[src/sv/fct_pkg.sv]
// fct_pkg: shared constants, codes and the item record for the frustum cull test
// depends on nothing; imported by fct_cell, frustum_cull_test and frustum_cull_test_test
`timescale 1ns / 1ps

package fct_pkg;

  // coordinate width (signed Q11.4 at 16 bits)
  localparam int COORD_BITS = 16;

  // plane layout: nx, ny, nz, d packed at 16 bits each
  localparam int PLANE_COUNT = 6;
  localparam int PLANE_IDX_W = 3;
  localparam int PLANE_W     = 64;
  localparam int COEF_W      = 16;
  localparam int NORMAL_FRAC = 14;
  localparam int RADIUS_W    = 15;

  // arithmetic widths: product, scaled d term, and a sum with headroom
  localparam int PROD_W   = COORD_BITS + COEF_W;
  localparam int DTERM_W  = COEF_W + NORMAL_FRAC;
  localparam int SUM_BASE = (PROD_W > DTERM_W) ? PROD_W : DTERM_W;
  localparam int SUM_W    = SUM_BASE + 2;

  // stream widths
  localparam int ACTION_W   = 2;
  localparam int VERDICT_W  = 2;
  localparam int S_FIELDS_W = 3 * COORD_BITS + RADIUS_W;
  localparam int S_DATA_W   = ((S_FIELDS_W + 7) / 8) * 8;
  localparam int M_DATA_W   = 8;

  // configuration port
  localparam int CFG_ADDR_W = 6;
  localparam int CFG_DATA_W = 64;

  // action codes
  localparam logic [ACTION_W-1:0] ACT_POINT  = 2'd0;
  localparam logic [ACTION_W-1:0] ACT_SPHERE = 2'd1;
  localparam logic [ACTION_W-1:0] ACT_BOX    = 2'd2;

  // verdict codes
  localparam logic [VERDICT_W-1:0] VERDICT_OUTSIDE    = 2'd0;
  localparam logic [VERDICT_W-1:0] VERDICT_INSIDE     = 2'd1;
  localparam logic [VERDICT_W-1:0] VERDICT_INTERSECTS = 2'd2;

  // one item as it travels down the row of plane cells
  typedef struct packed {
    logic [ACTION_W-1:0]   action;
    logic [COORD_BITS-1:0] pos_x;
    logic [COORD_BITS-1:0] pos_y;
    logic [COORD_BITS-1:0] pos_z;
    logic [RADIUS_W-1:0]   radius;
    logic                  last_corner;
    logic                  pass;     // point or sphere inside every plane so far
    logic                  acc_any;  // box: every plane so far has a corner inside
    logic                  acc_all;  // box: every corner inside every plane so far
  } fct_item_t;

endpackage

[src/sv/fct_cell.sv]
// fct_cell: one plane of the frustum, a two-stage slice of the cell row
// holds its plane and box flags; depends on fct_pkg
`timescale 1ns / 1ps

module fct_cell import fct_pkg::*; (
  input  logic               clk,
  input  logic               rst,
  input  logic               plane_we,
  input  logic [PLANE_W-1:0] plane_wdata,
  output logic [PLANE_W-1:0] plane,
  input  logic               in_valid,
  output logic               in_ready,
  input  fct_item_t          in_item,
  output logic               out_valid,
  input  logic               out_ready,
  output fct_item_t          out_item
);

  logic                     a_valid;
  fct_item_t                a_item;
  logic signed [PROD_W-1:0] prod_x;
  logic signed [PROD_W-1:0] prod_y;
  logic signed [PROD_W-1:0] prod_z;
  logic                     a_ready;
  logic                     a_move;
  logic                     in_move;

  logic                     any_in;
  logic                     all_in;
  logic                     any_next;
  logic                     all_next;
  fct_item_t                item_next;

  logic signed [COEF_W-1:0] nx;
  logic signed [COEF_W-1:0] ny;
  logic signed [COEF_W-1:0] nz;
  logic signed [COEF_W-1:0] dd;
  logic signed [SUM_W-1:0]  d_term;
  logic signed [SUM_W-1:0]  rad_term;
  logic signed [SUM_W-1:0]  dist_sum;
  logic signed [SUM_W-1:0]  limit;
  logic                     ge;
  logic                     any_new;
  logic                     all_new;

  assign nx = plane[15:0];
  assign ny = plane[31:16];
  assign nz = plane[47:32];
  assign dd = plane[63:48];

  // handshake: a stage moves when it is empty or its successor moves
  assign a_ready  = !out_valid || out_ready;
  assign in_ready = !a_valid || a_ready;
  assign in_move  = in_valid && in_ready;
  assign a_move   = a_valid && a_ready;

  // plane register, valid bits and box flags
  always_ff @(posedge clk) begin
    if (rst) begin
      plane     <= '0;
      a_valid   <= 1'b0;
      out_valid <= 1'b0;
      any_in    <= 1'b0;
      all_in    <= 1'b1;
    end else begin
      if (plane_we) begin
        plane <= plane_wdata;
      end
      if (in_ready) begin
        a_valid <= in_valid;
      end
      if (a_ready) begin
        out_valid <= a_valid;
      end
      if (a_move) begin
        any_in <= any_next;
        all_in <= all_next;
      end
    end
  end

  // stage a: the three products of normal and position
  always_ff @(posedge clk) begin
    if (in_move) begin
      a_item <= in_item;
      prod_x <= $signed(in_item.pos_x) * nx;
      prod_y <= $signed(in_item.pos_y) * ny;
      prod_z <= $signed(in_item.pos_z) * nz;
    end
  end

  // stage b: distance, compare against the limit
  assign d_term   = {{(SUM_W-DTERM_W){dd[COEF_W-1]}}, dd, {NORMAL_FRAC{1'b0}}};
  assign rad_term = {{(SUM_W-RADIUS_W-NORMAL_FRAC){1'b0}}, a_item.radius,
                     {NORMAL_FRAC{1'b0}}};
  assign dist_sum = SUM_W'(prod_x) + SUM_W'(prod_y) + SUM_W'(prod_z) + d_term;
  assign limit    = (a_item.action == ACT_SPHERE) ? -rad_term : '0;
  assign ge       = dist_sum >= limit;
  assign any_new  = any_in | ge;
  assign all_new  = all_in & ge;

  // fold this plane into the item and the box flags
  always_comb begin
    item_next = a_item;
    any_next  = any_in;
    all_next  = all_in;
    case (a_item.action)
      ACT_POINT, ACT_SPHERE: begin
        item_next.pass = a_item.pass & ge;
      end
      ACT_BOX: begin
        if (a_item.last_corner) begin
          item_next.acc_any = a_item.acc_any & any_new;
          item_next.acc_all = a_item.acc_all & all_new;
          any_next          = 1'b0;
          all_next          = 1'b1;
        end else begin
          any_next = any_new;
          all_next = all_new;
        end
      end
      default: begin
        item_next = a_item;
      end
    endcase
  end

  always_ff @(posedge clk) begin
    if (a_move) begin
      out_item <= item_next;
    end
  end

endmodule

[config.mk]
export PLATFORM = sky130hd
export DESIGN_NAME = fct_cell
export DESIGN_NICKNAME = d
export VERILOG_FILES = /design/src/sv/fct_pkg.sv /design/src/sv/fct_cell.sv
export SDC_FILE = /design/constraint.sdc
export NUM_CORES = 2
export LEC_CHECK = 0
export BUFFER_PORTS_ARGS = -buffer_cell sky130_fd_sc_hd__buf_2
export CAP_MARGIN = 20
export CORE_MARGIN = 5
export CORE_UTILIZATION = 45
export DETAILED_ROUTE_END_ITERATION = 6
export PLACE_DENSITY = 0.67
export SLEW_MARGIN = 20
export SYNTH_ARGS = -nofsm -noshare
export SYNTH_HDL_FRONTEND = slang
export SYNTH_SLANG_ARGS = --single-unit
export TNS_END_PERCENT = 5
[constraint.sdc]
create_clock -name clk -period 11 [get_ports clk]
set_clock_uncertainty 0.1 [all_clocks]
set_input_delay 1.1 -clock clk [delete_from_list [all_inputs] [get_ports clk]]
set_output_delay 1.1 -clock clk [all_outputs]
set_load 0.02 [all_outputs]
Word level (Yosys, flattened, before mapping)
Cells that the tools add are included.

Logic and storage cells: 56. Input bits: 138. Register bits after elaboration: 302.

Multiply operators: 3. Equality and inequality tests: 2. Add/subtract/negate cells: 4. Order comparisons: 1. Mux-type cells: 6. Reductions and logical operators: 9. Bitwise logic cells: 5.

Operators by type and width (number): $mul A16 B16 Y32 (3); $add A33 B32 Y34 (1); $add A34 B30 Y34 (1); $ge A34 B34 Y1 (1); $mux W34 (1); $neg A29 Y34 (1); $add A32 B32 Y33 (1); $and A1 B1 Y1 (4); $mux W2 (2); $mux W1 (3); $eq A2 B1 Y1 const B (1); $eq A2 B2 Y1 const B (1); $logic_and A1 B1 Y1 (2); $logic_not A1 Y1 (2); $logic_not A2 Y1 (1); $logic_or A1 B1 Y1 (2); $reduce_and A2 Y1 (1); $reduce_or A2 Y1 (1); $or A1 B1 Y1 (1).

Longest topological paths before layout
Depth after elaboration: 8. Gate-level depth with buffers: 24. Depth with buffers taken out: 24.

Least setup slack after synthesis
Ideal clock, no wire load.

Path kind: in2reg. From: input in_item[29] in the netlist's numbering. To: register prod_z[30], data pin. Setup slack: 4020 ps. Data required time: 10720 ps. Arrival: 6700 ps. Stages: 22. Path through: clkbuf_1 nand2_1 fa_1 inv_1 fa_1 inv_1 fa_1 fa_1 inv_1 fa_1 inv_1 fa_1 inv_1 ha_1 and3_1 and3_1 a211oi_2 a211o_1 a21oi_2 a2111oi_0 nor3_1 o311ai_1.

Cells in the longest elaborated chain, start to end: 1.

Ends and longest elaborated chain: start, declared (line fct_cell.sv:13) `input fct_item_t in_item,`; $mul A16 B16 Y32 (line fct_cell.sv:88) `prod_z <= $signed(in_item.pos_z) * nz;`; end signal, assigned (line fct_cell.sv:88); end, declared (line fct_cell.sv:23) `logic signed [PROD_W-1:0] prod_z;`.

Every way passes these cells. A chain may end at the register's enable or synchronous reset.

Worst setup path after layout
From: register plane[34]. To: register prod_z[30], data pin.

Cells in the longest elaborated chain, start to end: 1.

Ends and longest elaborated chain: start, declared (line fct_cell.sv:10) `output logic [PLANE_W-1:0] plane,`; start signal, assigned (line fct_cell.sv:67) `plane <= plane_wdata;`; $mul A16 B16 Y32 (line fct_cell.sv:88).

Every way passes these cells.

==> results.ini <==
[worst_setup_path]
crit_path_start_kind = flop
cp.arrival_ns = 7.33
worstRegToRegCells = 21
worstSetupPathType = flop to flop
path_max_fanout = 18
required_ns = 11.31
crit_path_end_kind = flop

[timing]
rsz0062_at_grt = false
tightest_slew_ns = 1.051
slew_viol_final = 0
period_needed_ns = 7.013
post-route-period-util_pct = 63.76
slew_headroom_pct = 28.14
final_hold_viol_count = 0
fin_hold_ws_ns = 0.3157
setup_viol = 0
fmax_ghz = 0.1426
fin_setup_tns_ns = 0

[power_and_ir_drop]
p_per_area_nw_per_um2 = 264.1
vdd_drop_max_mv = 0.3759
p_leak_nw = 22.02
total_power_w = 0.01237

[layout]
final_nets = 5753
syn_to_final_growth_pct = 9.126
drive_gt1_share_pct = 8.315
final_cell_area_sq_um = 46810
postLayoutCoreUtil_pct = 49.35
multi_input_area_sq_um = 29980
num-fill-cells = 8765
regArea_sq_um = 8388

[synthesis]
async_reset_ff_share_pct = 0
ys.flop_type = edfxtp_1
yosysTopAreaCell = fa_1
syn_avg_cell_area_sq_um = 10.04
syn_nets = 5559
syn_area_sq_um = 42900
seq_area_frac_synth_pct = 19.55
synth_cell_types = 67
syn-instance-count = 4272
synth.top_cell.area_share_pct = 39.11
ys_top_cells_by_area = fa_1, edfxtp_1, inv_1
yosys_warnings = 0
synth_edf_count = 234
ys_seq_elements = 302

[global_route]
grt_pass1_vias = 31410
grt_pass1_wl_microns = 168800
overflow = 0
grt_max_degree = 69
antenna_found_initial = 2
grt.total_usage_pct = 20.77

[drt]
ant_nets = 0
via_count = 29320
route.met3.wl_microns = 7032
drt_first_pass_iters = 6
drt-wirelength-per-cell_microns = 17.88
wl_met2_microns = 47880
top_layer = met4
finalWirelength_microns = 103100
first_iter_violations = 1854
drc_errors = 0
wl_met1_microns = 45080
via_per_inst = 5.086

[clock_network]
cts.sinks = 302
cts_hold_buf = 0
cts_root_buf = clkbuf_16
numCtsBuffers = 41
clkLatencyLatePin_ns = 0.61
postCtsSetupRepairBufs = 0
cts.clk_slew.worst_paths_ns = 0.06
cts.repair.resized = 0
cts_tree = yes
htree_levels = 2
cts_max_path_buffers = 3

[floorplan]
die_width_microns = 318.8
dieArea_sq_um = 101600
rows = 113
io_pins = 273
die_h_microns = 318.8
start_util_pct = 45.22
fp.coreArea_sq_um = 94870

[place]
hpwl_microns = 81530
routabilityCongestion = 0.8774
placed_area_sq_um = 45430
portBuffers = 272

[run]
cap_violations = 0

[min_path]
min-delay-path-class = flop to flop
hold_depth = 0

[outcome]
status = complete, no violations

-- sequential cells by signal (all words and copies together), names as in the netlist --
signal / cells
a_item: 69
a_valid: 1
all_in: 1
any_in: 1
out_item: 69
out_valid: 1
plane: 64
prod_x: 32
prod_y: 32
prod_z: 32
-- cell usage in the layout, fill, tap and decap left out, types with 5 or more instances in the layout --
cell	instances
nand2_1	460
nand4_1	6
a21oi_1	80
fa_1	838
nor4_1	8
inv_1	1073
o21bai_1	8
dfxtp_1	68
xnor2_1	101
ha_1	311
clkbuf_16	42
clkinv_4	5
o2111ai_1	5
buf_4	14
a21boi_0	7
inv_6	6
a21o_1	60
nand3_1	30
a211oi_1	16
o21ai_0	53
edfxtp_1	234
or3_1	9
and2_1	323
nor3_1	23
nor2_1	142
buf_2	270
nor3b_1	5
o21a_1	18
and3_1	13
a2111oi_0	8
nand2b_1	44
o211ai_1	13
mux2i_1	65
nor2b_1	18
xor2_1	28
a31oi_1	9
-- where the power goes --
part           internal (W)  leakage (nW)  total [W]  switching, W
clock network      0.000790         0.663    0.00138      0.000590
logic               0.00381          18.5    0.00918       0.00538
registers           0.00166          2.83    0.00180      0.000144
-- layout make-up --
| class | count | share of cell area (%) |
|---|---|---|
| multi-input combinational | 2764 | 64.04 |
| inverter | 1073 | 8.604 |
| tap | 1265 | 3.381 |
| sequential | 302 | 17.92 |
| clock buffer | 47 | 2.307 |
| timing repair buffer | 284 | 3.111 |
| antenna | 3 | 0.01604 |
| clock inverter | 28 | 0.6227 |
-- cell usage after synthesis, drive strengths merged, types with 30 or more instances --
master / number
inv: 1073
fa: 838
nand2: 460
and2: 325
ha: 311
edfxtp: 234
nor2: 142
clkbuf: 127
xnor2: 101
a21oi: 82
dfxtp: 68
mux2i: 65
a21o: 61
o21ai: 53
nand2b: 44
nand3: 30
-- cells by family after synthesis --
kind of cell | share of synthesized area, %
DFF | 19.55
adders and majority gates | 48.18
AOI/OAI and AO/OA | 5.122
buffers and inverters | 10.57
and+or+nand+nor | 12.42
muxes | 1.517
xor gates and xnor gates | 2.634
-- metal layers --
metal / up-vias / GRT usage, %
met5: - / 0
li1: 13310 / -
met1: 14900 / 29.10
met2: 941 / 33.28
met3: 182 / 4.040
met4: 0 / 6.006
-- per-stage QoR --
| stage | std cells | setup slack, ns |
|---|---|---|
| floorplan | 4272 | 4.020 |
| CTS | 5763 | 3.942 |
| finish | 5766 | 3.987 |
| detailed placement | 5688 | 3.334 |
| global route | 5765 | 3.492 |
| global placement | 5688 | 3.594 |
-- worst paths after layout --
kind / start / slack (ns) / to
setup / recovery: plane[34] / 3.99 / prod_z[30]
hold / removal: a_item[43] / 0.32 / out_item[43]
setup reg to reg: plane[34] / 3.99 / prod_z[30]
hold reg to reg: a_item[43] / 0.32 / out_item[43]
-- critical path, cell delays in order, from the launching register on --
cell and delay [ns]:
dfxtp_1 0.89, nand2_1 0.17, fa_1 0.54, inv_1 0.05, fa_1 0.53, inv_1 0.05
fa_1 0.48, fa_1 0.55, inv_1 0.05, fa_1 0.47, inv_1 0.05, fa_1 0.47
inv_1 0.04, ha_1 0.35, and3_1 0.18, and3_1 0.18, a211oi_2 0.30, a211o_1 0.22
a21oi_2 0.12, a2111oi_0 0.53, nor3_1 0.16, o311ai_1 0.31
Note: power is estimated with default switching activity, not from simulation.
